File: config.mk
export PLATFORM = sky130hd
export DESIGN_NAME = nec_ir_frame_transmitter
export DESIGN_NICKNAME = d
export VERILOG_FILES = /design/src/hdl/nec_tx_pkg.sv /design/src/hdl/nec_ir_frame_transmitter.sv
export SDC_FILE = /design/constraint.sdc
export NUM_CORES = 1
export LEC_CHECK = 0
export BUFFER_PORTS_ARGS = -buffer_cell sky130_fd_sc_hd__buf_2
export CAP_MARGIN = 30
export CORE_MARGIN = 1
export CORE_UTILIZATION = 56
export DETAILED_ROUTE_END_ITERATION = 16
export PLACE_DENSITY = 0.75
export SLEW_MARGIN = 25
export SYNTH_ARGS = -nofsm -noshare
export SYNTH_HDL_FRONTEND = slang
export SYNTH_SLANG_ARGS = --single-unit
File: constraint.sdc
create_clock -name clk -period 9.94 [get_ports clk]
set_input_delay 0.497 -clock clk [delete_from_list [all_inputs] [get_ports clk]]
set_output_delay 0.497 -clock clk [all_outputs]
set_load 0.05 [all_outputs]
File: src/hdl/nec_tx_pkg.sv
package nec_tx_pkg;

  localparam int unsigned CFG_INDEX_W = 3;
  localparam int unsigned CFG_DATA_W  = 14;

  localparam logic [CFG_INDEX_W-1:0] REG_CARRIER_HALF  = 3'd0;
  localparam logic [CFG_INDEX_W-1:0] REG_LEADER_MARK   = 3'd1;
  localparam logic [CFG_INDEX_W-1:0] REG_LEADER_SPACE  = 3'd2;
  localparam logic [CFG_INDEX_W-1:0] REG_BIT_MARK      = 3'd3;
  localparam logic [CFG_INDEX_W-1:0] REG_ZERO_SPACE    = 3'd4;
  localparam logic [CFG_INDEX_W-1:0] REG_ONE_SPACE     = 3'd5;

  localparam logic [4:0]  CARRIER_HALF_RST = 5'd13;
  localparam logic [9:0]  LEADER_MARK_RST  = 10'd346;
  localparam logic [13:0] LEADER_SPACE_RST = 14'd4500;
  localparam logic [7:0]  BIT_MARK_RST     = 8'd21;
  localparam logic [11:0] ZERO_SPACE_RST   = 12'd562;
  localparam logic [12:0] ONE_SPACE_RST    = 13'd1686;

  localparam logic KIND_TICK  = 1'b0;
  localparam logic KIND_START = 1'b1;

  typedef enum logic [2:0] {
    PH_IDLE       = 3'd0,
    PH_LEAD_MARK  = 3'd1,
    PH_LEAD_SPACE = 3'd2,
    PH_BIT_MARK   = 3'd3,
    PH_BIT_SPACE  = 3'd4,
    PH_STOP_MARK  = 3'd5
  } phase_t;

  typedef struct packed {
    logic        kind;
    logic [31:0] code;
  } in_word_t;

  typedef struct packed {
    logic led;
    logic busy_res;
    logic rejected;
  } out_word_t;

endpackage

File: src/hdl/nec_ir_frame_transmitter.sv
// each accepted input word's result word is registered in the output stage
// throughput: one input word per cycle, every cycle, as long as results are taken
// a two-entry output stage (output register plus skid) keeps input ready while
// a result waits; input stalls only when both entries are full
// reset (rst, synchronous): idle, counters cleared, timing registers to defaults
module nec_ir_frame_transmitter #(
  parameter int unsigned CODE_BITS = 32
) (
  input  logic                                  clk,
  input  logic                                  rst,
  input  logic                                  in_valid,
  output logic                                  in_ready,
  input  nec_tx_pkg::in_word_t                  in_word,
  output logic                                  out_valid,
  input  logic                                  out_ready,
  output nec_tx_pkg::out_word_t                 out_word,
  input  logic                                  cfg_valid,
  output logic                                  cfg_ready,
  input  logic [nec_tx_pkg::CFG_INDEX_W-1:0]    cfg_index,
  input  logic [nec_tx_pkg::CFG_DATA_W-1:0]     cfg_data
);

  localparam int unsigned BL_W = $clog2(CODE_BITS + 1);

  logic [4:0]  carrier_half_us;
  logic [9:0]  leader_mark_periods;
  logic [13:0] leader_space_us;
  logic [7:0]  bit_mark_periods;
  logic [11:0] zero_space_us;
  logic [12:0] one_space_us;

  nec_tx_pkg::phase_t   phase, phase_next;
  logic [CODE_BITS-1:0] shift_word, shift_word_next;
  logic [BL_W-1:0]      bits_left, bits_left_next;
  logic [4:0]           half_counter, half_counter_next;
  logic [9:0]           period_counter, period_counter_next;
  logic [13:0]          space_counter, space_counter_next;
  logic                 carrier_level, carrier_level_next;

  logic                  accept;
  nec_tx_pkg::out_word_t res;
  logic                  skid_valid;
  nec_tx_pkg::out_word_t skid_word;
  logic                  out_free;

  logic [CODE_BITS+31:0] code_ext;
  logic [4:0]            hc_inc;
  logic [9:0]            pc_inc;
  logic [13:0]           sc_inc;
  logic                  half_done;
  logic [9:0]            mark_len;
  logic [13:0]           space_len;
  logic                  mark_done;
  logic                  space_done;
  logic [BL_W-1:0]       bits_dec;

  assign accept    = in_valid && in_ready;
  assign in_ready  = !skid_valid;
  assign cfg_ready = 1'b1;
  assign out_free  = !out_valid || out_ready;

  // configuration registers
  always_ff @(posedge clk) begin
    if (rst) begin
      carrier_half_us     <= nec_tx_pkg::CARRIER_HALF_RST;
      leader_mark_periods <= nec_tx_pkg::LEADER_MARK_RST;
      leader_space_us     <= nec_tx_pkg::LEADER_SPACE_RST;
      bit_mark_periods    <= nec_tx_pkg::BIT_MARK_RST;
      zero_space_us       <= nec_tx_pkg::ZERO_SPACE_RST;
      one_space_us        <= nec_tx_pkg::ONE_SPACE_RST;
    end else if (cfg_valid && cfg_ready) begin
      case (cfg_index)
        nec_tx_pkg::REG_CARRIER_HALF: carrier_half_us     <= cfg_data[4:0];
        nec_tx_pkg::REG_LEADER_MARK:  leader_mark_periods <= cfg_data[9:0];
        nec_tx_pkg::REG_LEADER_SPACE: leader_space_us     <= cfg_data[13:0];
        nec_tx_pkg::REG_BIT_MARK:     bit_mark_periods    <= cfg_data[7:0];
        nec_tx_pkg::REG_ZERO_SPACE:   zero_space_us       <= cfg_data[11:0];
        nec_tx_pkg::REG_ONE_SPACE:    one_space_us        <= cfg_data[12:0];
        default: ;
      endcase
    end
  end

  // carrier and space timing
  assign code_ext  = {{CODE_BITS{1'b0}}, in_word.code};
  assign hc_inc    = half_counter + 5'd1;
  assign pc_inc    = period_counter + 10'd1;
  assign sc_inc    = space_counter + 14'd1;
  assign half_done = !((hc_inc < carrier_half_us) && (hc_inc != 5'd0));
  assign mark_len  = (phase == nec_tx_pkg::PH_LEAD_MARK) ? leader_mark_periods
                                                         : {2'b00, bit_mark_periods};
  assign mark_done = half_done && !carrier_level
                     && ((pc_inc >= mark_len) || (pc_inc == 10'd0));
  always_comb begin
    case (phase)
      nec_tx_pkg::PH_LEAD_SPACE: space_len = leader_space_us;
      nec_tx_pkg::PH_BIT_SPACE:  space_len = shift_word[CODE_BITS-1] ? {1'b0, one_space_us}
                                                                     : {2'b00, zero_space_us};
      default:                   space_len = leader_space_us;
    endcase
  end
  assign space_done = (sc_inc >= space_len) || (sc_inc == 14'd0);
  assign bits_dec   = (bits_left != '0) ? bits_left - BL_W'(1) : bits_left;

  // next state
  always_comb begin
    phase_next          = phase;
    shift_word_next     = shift_word;
    bits_left_next      = bits_left;
    half_counter_next   = half_counter;
    period_counter_next = period_counter;
    space_counter_next  = space_counter;
    carrier_level_next  = carrier_level;
    if (in_word.kind == nec_tx_pkg::KIND_START) begin
      if (phase == nec_tx_pkg::PH_IDLE) begin
        shift_word_next     = code_ext[CODE_BITS-1:0];
        bits_left_next      = BL_W'(CODE_BITS);
        phase_next          = nec_tx_pkg::PH_LEAD_MARK;
        half_counter_next   = 5'd0;
        period_counter_next = 10'd0;
        carrier_level_next  = 1'b1;
      end
    end else begin
      case (phase)
        nec_tx_pkg::PH_IDLE: ;
        nec_tx_pkg::PH_LEAD_MARK, nec_tx_pkg::PH_BIT_MARK, nec_tx_pkg::PH_STOP_MARK: begin
          if (!half_done) begin
            half_counter_next = hc_inc;
          end else begin
            half_counter_next = 5'd0;
            if (carrier_level) begin
              carrier_level_next = 1'b0;
            end else begin
              carrier_level_next  = 1'b1;
              period_counter_next = pc_inc;
            end
          end
          if (mark_done) begin
            carrier_level_next = 1'b0;
            if (phase == nec_tx_pkg::PH_STOP_MARK) begin
              phase_next          = nec_tx_pkg::PH_IDLE;
              half_counter_next   = 5'd0;
              period_counter_next = 10'd0;
            end else begin
              space_counter_next = 14'd0;
              phase_next = (phase == nec_tx_pkg::PH_LEAD_MARK) ? nec_tx_pkg::PH_LEAD_SPACE
                                                               : nec_tx_pkg::PH_BIT_SPACE;
            end
          end
        end
        nec_tx_pkg::PH_LEAD_SPACE, nec_tx_pkg::PH_BIT_SPACE: begin
          space_counter_next = sc_inc;
          if (space_done) begin
            half_counter_next   = 5'd0;
            period_counter_next = 10'd0;
            carrier_level_next  = 1'b1;
            if (phase == nec_tx_pkg::PH_LEAD_SPACE) begin
              phase_next = nec_tx_pkg::PH_BIT_MARK;
            end else begin
              shift_word_next = shift_word << 1;
              bits_left_next  = bits_dec;
              phase_next = (bits_dec == '0) ? nec_tx_pkg::PH_STOP_MARK
                                            : nec_tx_pkg::PH_BIT_MARK;
            end
          end
        end
        default: begin
          phase_next         = nec_tx_pkg::PH_IDLE;
          carrier_level_next = 1'b0;
        end
      endcase
    end
  end

  // result word
  always_comb begin
    res.led      = 1'b0;
    res.busy_res = 1'b0;
    res.rejected = 1'b0;
    if (in_word.kind == nec_tx_pkg::KIND_START) begin
      res.busy_res = 1'b1;
      res.rejected = (phase != nec_tx_pkg::PH_IDLE);
    end else if (phase != nec_tx_pkg::PH_IDLE) begin
      res.busy_res = 1'b1;
      case (phase)
        nec_tx_pkg::PH_LEAD_MARK, nec_tx_pkg::PH_LEAD_SPACE, nec_tx_pkg::PH_BIT_MARK,
        nec_tx_pkg::PH_BIT_SPACE, nec_tx_pkg::PH_STOP_MARK: res.led = carrier_level;
        default: res.led = 1'b0;
      endcase
    end
  end

  always_ff @(posedge clk) begin
    if (rst) begin
      phase          <= nec_tx_pkg::PH_IDLE;
      shift_word     <= '0;
      bits_left      <= '0;
      half_counter   <= 5'd0;
      period_counter <= 10'd0;
      space_counter  <= 14'd0;
      carrier_level  <= 1'b0;
    end else if (accept) begin
      phase          <= phase_next;
      shift_word     <= shift_word_next;
      bits_left      <= bits_left_next;
      half_counter   <= half_counter_next;
      period_counter <= period_counter_next;
      space_counter  <= space_counter_next;
      carrier_level  <= carrier_level_next;
    end
  end

  // output register and skid entry
  always_ff @(posedge clk) begin
    if (rst) begin
      out_valid  <= 1'b0;
      skid_valid <= 1'b0;
    end else if (out_free) begin
      if (skid_valid) begin
        out_valid  <= 1'b1;
        skid_valid <= accept;
      end else begin
        out_valid <= accept;
      end
    end else if (accept) begin
      skid_valid <= 1'b1;
    end
  end

  always_ff @(posedge clk) begin
    if (out_free) begin
      if (skid_valid) begin
        out_word <= skid_word;
        if (accept) begin
          skid_word <= res;
        end
      end else if (accept) begin
        out_word <= res;
      end
    end else if (accept) begin
      skid_word <= res;
    end
  end

endmodule
==> flow_summary.yaml, run 1 <==
clocking:
  cts_max_level: 4
  cts_hold_buf: 0
  cts_resized: 0
  cts_tree: "done"
  ctsLongestPathBuffers: 2
  cts_setup_buffers: 0
  cts-root-buf: "clkbuf_16"
  worstSkewPairLatency_ns: 0.43
  numCtsBuffers: 17
  path_clk_slew_ns: 0.06
  clkSinkCount: 141
job:
  drv_cap: 0
sta:
  finalHoldViolCount: 0
  tns_ns: 0
  rsz0062_at_grt: "no"
  slew_headroom_pct: 35.8
  finalClockSkew_ns: 0.00869
  worstMarginPinSlew_ns: 0.962
  slew_viol_final: 0
  finalSetupViolCount: 0
  max_freq_mhz: 236
  period_share_pct: 42.6
  min_period_ns: 4.23
detailed_routing:
  wl_per_cell_um: 15.4
  vias_per_cell: 5.73
  drt_iter0_drc: 401
  drt-pass1-iter-count: 5
  final_antenna_net_count: 0
  wl_met2_mm: 8.08
  top_layer: "met4"
  vias: 6460
  finalWirelength_mm: 17.3
  dr_wl_met3_um: 800
  wl_met1_mm: 8.23
  drc: 0
synth:
  avgSynthCellArea_um2: 8.59
  yosys.area.top_type: "dfxtp_1"
  synth_ff_type: "dfxtp_1"
  ys_top_cells_by_count: "167 x nand2_1, 135 x dfxtp_1, 65 x nor2_1, 57 x a21oi_1, 56 x mux2i_1"
  yosysWarnings: 0
  synth_top_cell_area_share_pct: 34.7
  syn_area_um2: 7790
  yosysUniqueCellTypes: 72
  synthesis.nets: 995
  synthCells: 907
  yosysSeqAreaShare_pct: 37.0
  synth.most_common_cell: "nand2_1"
  synth_seq_cells: 141
  async_flop_share_pct: 0
  synth_area_leaders: "dfxtp_1 35%, nand2_1 8.0%, mux2i_1 7.2%, ha_1 5.3%, a21oi_1 3.7%"
  synth_edf_count: 6
global_routing:
  grt_max_degree: 93
  grt_pass1_vias: 6090
  grt_pass1_wl_mm: 29.1
  grt-ovfl-total: 0
  grt_use_total_pct: 25.4
  antenna_found_initial: 0
status:
  status: "completed"
worst_setup_path:
  crit_fanout: 68
  slowest_delay_ns: 0.77
  path_delay_family: "compound AO/OA/AOI/OAI gates"
  path_buf_inv: 1
  cp_cell_sequence: "nor3b_4 > nor2_1 > a21oi_1 > ha_1 > nand2b_1 > a2111oi_0 > o311ai_0 > a21o_1 > and2_1 > o2111a_2 > buf_4 > o32a_1 > o31ai_1"
  cp_slowest_cell: "nor3b_4"
  cp-end-kind: "flip-flop"
  cp.arrival_ns: 4.57
  critical_path_class: "reg -> reg"
  crit_required_ns: 10.28
  start_kind: "flip-flop"
placement:
  postPlaceCellArea_um2: 8080
  hpwl_mm: 11.8
  dpl.cell_count: 1094
  numPortBuffers: 59
  gp_congestion: 0.834
power:
  power.density_nw_per_um2: 160
  finalPower_mw: 1.39
  p_leak_nw: 3.57
  peakVddDrop_mv: 0.143
final_layout:
  finalNonFillerCells: 1127
  area_delta_synth_final_pct: 11.5
  drive_above_1_share_pct: 15.1
  diodes: 0
  utilization_pct: 64.8
  final_area_um2: 8690
  nets: 1026
floorplanning:
  core_area_um2: 13400
  die_w_um: 120
  start_util_pct: 58.2
  ios: 61
  row_count: 42
  die_area_um2: 14400
  die_h_um: 120
hold_path:
  hold_class: "in -> reg"
-- cell type report --
type	instances	area, um2
fillers	1144	4710
multi-input cells	691	4560
flip-flops and latches	141	2880
clock buffers	22	475
repair buffers	65	343
well taps	176	220
clock inverters	10	125
inverters	22	82.6
-- cells by family after synthesis --
kind of cell    Yosys count  share of synthesized area [%]
mux                      65                           8.49
buf+inv                  75                           4.51
compound gates          212                           19.9
flops                   141                           37.0
fa+ha+maj                33                           5.30
other cells               1                         0.0481
simple gates            360                           22.4
xor+xnor                 20                           2.34
-- cells in the final DEF (no fill, tap or decap), types with 5 or more instances in the layout --
master	instances
nor2_1	65
a22o_1	9
o21ai_0	23
mux2i_1	56
nand2_1	167
o21a_1	6
nand3_1	21
a21oi_1	57
inv_1	22
a211oi_1	21
a31oi_1	7
clkbuf_16	18
and4_1	5
edfxtp_1	6
and3_1	9
xnor2_1	10
o211ai_1	10
or3_1	9
mux2_2	8
ha_1	33
buf_2	58
nand3b_1	24
or2_2	5
nor3_1	19
nand2b_1	9
a21o_1	18
xor2_1	9
nor2b_1	8
buf_4	7
dfxtp_1	135
a211oi_2	20
-- registers in the layout (all words and copies together) (netlist names), 5 cells and up --
name                 cells
leader_mark_periods     10
leader_space_us         14
half_counter             5
shift_word              32
bit_mark_periods         8
bits_left                6
zero_space_us           12
carrier_half_us          5
one_space_us            13
period_counter          10
space_counter           14
-- worst paths after layout --
kind                                       start             endpoint  slack [ns]  depth (start not counted)
worst max-delay path                    phase[2]         bits_left[4]        5.71                         13
worst min-delay path                cfg_data[12]  leader_space_us[12]        0.31                          3
worst max register to register          phase[2]         bits_left[4]        5.71                         13
worst min register to register  one_space_us[12]     one_space_us[12]        0.45                          2
-- per-layer routing --
layer | vias up | GRT usage (%)
met3 | 19 | 6.08
met5 | - | 0
li1 | 3316 | -
met1 | 2991 | 34.0
met2 | 134 | 40.1
met4 | 0 | 8.20
-- metrics by stage --
step / setup slack [ns] / hold slack, ns
floorplan: 6.53 / 0.430
global placement: 5.86 / 0.437
detailed placement: 5.74 / 0.445
CTS: 5.68 / 0.303
global route: 5.31 / 0.316
finish: 5.71 / 0.314
-- worst register-to-register path: stages, from the launching register on --
cell and delay (ns):
dfxtp_1 0.53, nor3b_4 0.77, nor2_1 0.12, a21oi_1 0.19, ha_1 0.25, nand2b_1 0.15, a2111oi_0 0.42, o311ai_0 0.24
a21o_1 0.22, and2_1 0.17, o2111a_2 0.26, buf_4 0.34, o32a_1 0.40, o31ai_1 0.06
-- power breakdown --
part / total (mW) / switching [mW] / internal [mW]
registers: 0.602 / 0.0134 / 0.588
clock network: 0.647 / 0.251 / 0.395
logic: 0.143 / 0.0874 / 0.0554
(Power assumes the default switching activity.)
==> run 2, diff against run 1 <==
- clock period: 9.94 -> 4.4 ns (I/O delays scaled with it)
==> run 2 against run 1 <==
Utilization barely moved. Register-to-register slack got worse by 5.1 ns. Global-route usage barely moved. Clock-buffer cell count fell by 3. Clock skew rose by 0.0012 ns. Clock power rose by 120%. Sequential cell count did not move. Via count barely moved. Worst setup slack got worse by 5.1 ns. Sequential share of layout area barely moved. Critical path depth fell by 1.
==> flow_summary.yaml, run 2 (synthesis results as in run 1) <==
status:
  status: "completed"
global_routing:
  grt_pass1_vias: 5931
  grt_max_degree: 69
  grt_pass1_wl_mm: 29.3
  grt-ovfl-total: 0
  antenna_found_initial: 0
  grt_use_total_pct: 25.4
power:
  peakVddDrop_mv: 0.392
  power.density_nw_per_um2: 358
  p_leak_nw: 3.55
clocking:
  worstSkewPairLatency_ns: 0.42
  clkSinkCount: 141
  numCtsBuffers: 17
  cts-root-buf: "clkbuf_16"
  cts_setup_buffers: 0
  cts_hold_buf: 0
  path_clk_slew_ns: 0.06
  ctsLongestPathBuffers: 2
  cts_resized: 0
  cts_tree: "done"
  cts_max_level: 4
placement:
  numPortBuffers: 59
  gp_congestion: 0.874
  hpwl_mm: 12.2
  postPlaceCellArea_um2: 8110
worst_setup_path:
  critical_path_class: "reg -> reg"
  start_kind: "flip-flop"
  crit_required_ns: 4.76
  crit_fanout: 10
  cp-end-kind: "flip-flop"
  cp.arrival_ns: 4.17
sta:
  finalClockSkew_ns: 0.00989
  finalHoldViolCount: 0
  worstMarginPinSlew_ns: 0.961
  finalSetupViolCount: 0
  tns_ns: 0
  min_period_ns: 3.81
  period_share_pct: 86.7
  max_freq_mhz: 262
  rsz0062_at_grt: "no"
  slew_headroom_pct: 35.5
  slew_viol_final: 0
final_layout:
  drive_above_1_share_pct: 15.2
  final_common_cell: "nand2_1"
  top_regs: "shift_word: 32 flops, leader_space_us: 14 flops, space_counter: 14 flops"
  nets: 1028
  n_fill_cell: 1184
  final_area_um2: 8690
  largest_register_ffs: 32
  area_delta_synth_final_pct: 11.5
  largest_register: "shift_word"
  mostFrequentLayoutCells: "167 x nand2_1, 135 x dfxtp_1, 65 x nor2_1, 58 x buf_2, 57 x a21oi_1"
  diodes: 0
floorplanning:
  die_area_um2: 14400
  die_h_um: 120
  ios: 61
  start_util_pct: 58.2
  die_w_um: 120
  row_count: 42
  core_area_um2: 13400
detailed_routing:
  final_antenna_net_count: 0
  wl_per_cell_um: 15.6
  drc: 0
  finalWirelength_mm: 17.5
  vias_per_cell: 5.74
  vias: 6462
  drt-pass1-iter-count: 4
  drt_iter0_drc: 463
hold_path:
  hold_class: "in -> reg"
job:
  drv_cap: 0
run 2: layer usage:
metal / GRT usage, % / wire [um] / up-vias
met4: 7.73 / 217 / 0
met2: 39.7 / 8190 / 118
met1: 34.4 / 8320 / 3013
met5: 0 / 0 / -
li1: - / - / 3310
met3: 6.04 / 804 / 21
run 2: final cells by class:
type                       count  area (um2)  share of cell area, %
inverter                      22        82.6                  0.950
sequential                   141        2880                   33.2
tap                          176         220                   2.53
timing repair buffer          67         370                   4.26
clock buffer                  19         433                   4.98
clock inverter                10         144                   1.66
multi-input combinational    691        4560                   52.5
run 2: worst max-delay path, stage by stage (launching register included):
cell	delay (ns)
dfxtp_1	0.45
ha_1	0.33
nand3_2	0.20
nor4_4	0.32
xor2_1	0.26
ha_1	0.29
a21o_1	0.18
a211o_1	0.29
or3_1	0.31
a31oi_1	0.40
a21oi_4	0.19
a21oi_4	0.34
mux2_2	0.21
run 2: stage by stage:
stage	utilization [%]	hold WS [ns]	std cells	total power, mW	worst slack (ns)
after floorplan	-	0.341	907	1.62	0.986
after global placement	60.5	0.440	1096	1.70	0.694
after detailed placement	60.5	0.444	1096	1.71	0.623
after CTS	64.8	0.0210	1125	3.13	0.587
after global routing	64.9	0.0367	1126	3.22	0.283
final	64.9	0.0327	1126	3.11	0.585
run 2: where the power goes:
group	internal, mW	total, mW	switching (mW)
Clock	0.882	1.42	0.543
Sequential	1.33	1.36	0.0294
Combinational	0.126	0.325	0.199
run 2: final timing paths:
kind	slack, ns	depth (start not counted)	to	start
max	0.59	12	period_counter[0]	space_counter[0]
max reg2reg	0.59	12	period_counter[0]	space_counter[0]
min reg2reg	0.45	2	leader_space_us[9]	leader_space_us[9]
min	0.03	3	leader_space_us[12]	cfg_data[12]
==> run 3, diff against run 2 <==
- CORE_UTILIZATION: 56 -> 40
- PLACE_DENSITY: 0.75 -> unset
==> run 3 against run 2 <==
Design area rose by 2.6%. Sequential share of layout area is 0.86 points lower. Worst setup slack gained 0.018 ns. Via count shrank 2.6%. Clock power up 20%. Non-clock buffer count is 1 higher. Register-to-register slack better by 0.02 ns.
==> flow_summary.yaml, run 3 (synthesis results as in run 1) <==
final_layout:
  top_regs: "shift_word: 32 flops, leader_space_us: 14 flops, space_counter: 14 flops"
  final_area_um2: 8920
  nets: 1029
  area_delta_synth_final_pct: 14.5
  utilization_pct: 47.2
  final_common_cell: "nand2_1"
  largest_register: "shift_word"
  drive_above_1_share_pct: 15.5
  mostFrequentLayoutCells: "167 x nand2_1, 135 x dfxtp_1, 65 x nor2_1, 58 x buf_2, 57 x a21oi_1"
  largest_register_ffs: 32
  finalNonFillerCells: 1213
  diodes: 0
hold_path:
  hold_class: "in -> reg"
floorplanning:
  ios: 61
  die_w_um: 142
  row_count: 50
  die_area_um2: 20000
  die_h_um: 142
  start_util_pct: 41.3
  core_area_um2: 18900
worst_setup_path:
  cp_cell_sequence: "ha_1 > nand3_2 > nor4_4 > xor2_1 > ha_1 > a21o_1 > a211o_1 > or3_1 > a31oi_1 > nand2_1 > nor3b_1 > mux2_2"
  start_kind: "flip-flop"
  cp.arrival_ns: 4.10
  slowest_delay_ns: 0.44
  crit_fanout: 7
  cp_slowest_cell: "dfxtp_1"
  cp-end-kind: "flip-flop"
  crit_required_ns: 4.71
  crit_top_cell: "ha_1"
  critical_path_class: "reg -> reg"
power:
  p_seq_share_pct: 40.1
  p_int_mw: 2.60
  p_sw_share_pct: 23.1
  peakVddDrop_mv: 0.250
  p_sw_mw: 0.783
  p_clk_share_pct: 50.3
  p_leak_nw: 3.63
  comb_power_share_pct: 9.7
  power.density_nw_per_um2: 380
clocking:
  cts-root-buf: "clkbuf_16"
  numCtsBuffers: 17
  cts_hold_buf: 0
  ctsLongestPathBuffers: 2
  cts_max_level: 4
  cts_tree: "done"
  cts_setup_buffers: 0
  path_clk_slew_ns: 0.06
  worstSkewPairLatency_ns: 0.42
  clkSinkCount: 141
  cts_resized: 0
status:
  status: "completed"
global_routing:
  grt_use_total_pct: 18.5
  grt_max_degree: 72
  antenna_found_initial: 0
  grt_pass1_vias: 5838
  grt-ovfl-total: 0
  grt_pass1_wl_mm: 29.5
detailed_routing:
  drc: 0
  vias_per_cell: 5.19
  drt-pass1-iter-count: 5
  wl_per_cell_um: 14.9
  vias: 6295
  finalWirelength_mm: 18.0
  drt_iter0_drc: 329
  final_antenna_net_count: 0
placement:
  dpl.cell_count: 1180
  postPlaceCellArea_um2: 8210
  numPortBuffers: 59
  gp_congestion: 0.827
  hpwl_mm: 12.8
  place_ws_ns: 0.610
sta:
  finalSetupViolCount: 0
  max_freq_mhz: 263
  min_period_ns: 3.80
  period_share_pct: 86.3
  finalHoldViolCount: 0
  rsz0062_at_grt: "no"
  slew_headroom_pct: 45.7
  slew_viol_final: 0
  worst_slack_ns: 0.604
  worstMarginPinSlew_ns: 0.815
  finalClockSkew_ns: 0.00978
  tns_ns: 0
job:
  drv_cap: 0
## run 3: cell count changes in the layout (fill, tap and decap cells not counted), sizes merged
cell      delta
bufinv       +4
clkinvlp     -3
buf          +1
clkbuf       +1
## run 3: through the flow
step	hold slack (ns)	total power, mW
6_report	0.0461	3.39
5_1_grt	0.0365	3.52
4_1_cts	0.0218	3.42
3_5_place_dp	0.444	1.71
3_3_place_gp	0.440	1.71
2_1_floorplan	0.341	1.62
## run 3: worst paths after layout
kind | startpoint | endpoint | slack [ns] | cells after the start
worst max register to register | space_counter[0] | period_counter[0] | 0.60 | 12
worst min register to register | leader_mark_periods[2] | leader_mark_periods[2] | 0.45 | 2
worst max-delay path | space_counter[0] | period_counter[0] | 0.60 | 12
worst min-delay path | cfg_data[12] | leader_space_us[12] | 0.05 | 3
## run 3: per-layer routing
layer  vias up  global-route usage (%)  wire length, um
met4         0                    5.43              108
met2        75                    29.4             8370
met1      2902                    25.5             9020
li1       3311                       -                -
met3         7                    3.51              519
met5         -                       0                0
## run 3: power by group through the flow
stage	registers (mW)	logic, mW	clock network (mW)
global placement	1.38	0.326	0
finish	1.36	0.328	1.70
detailed placement	1.38	0.328	0
global route	1.36	0.364	1.80
floorplan	1.38	0.236	0
CTS	1.36	0.329	1.74
## run 3: critical path: cells and delay by family, from the launching register on
family / cells / cell delay, ns
multiplexers: 1 / 0.29
flip-flops: 1 / 0.44
XOR/XNOR: 1 / 0.27
adder cells (fa/ha/maj): 2 / 0.62
AND/OR/NAND/NOR: 5 / 1.19
AO/OA/AOI/OAI: 3 / 0.88
## run 3: final cells by class
class	instances	area (um2)
Multi-Input combinational cell	691	4560
Clock buffer	20	457
Clock inverter	11	238
Sequential cell	141	2880
Timing Repair Buffer	68	378
Tap cell	260	325
Inverter	22	82.6
Fill cell	1921	9970
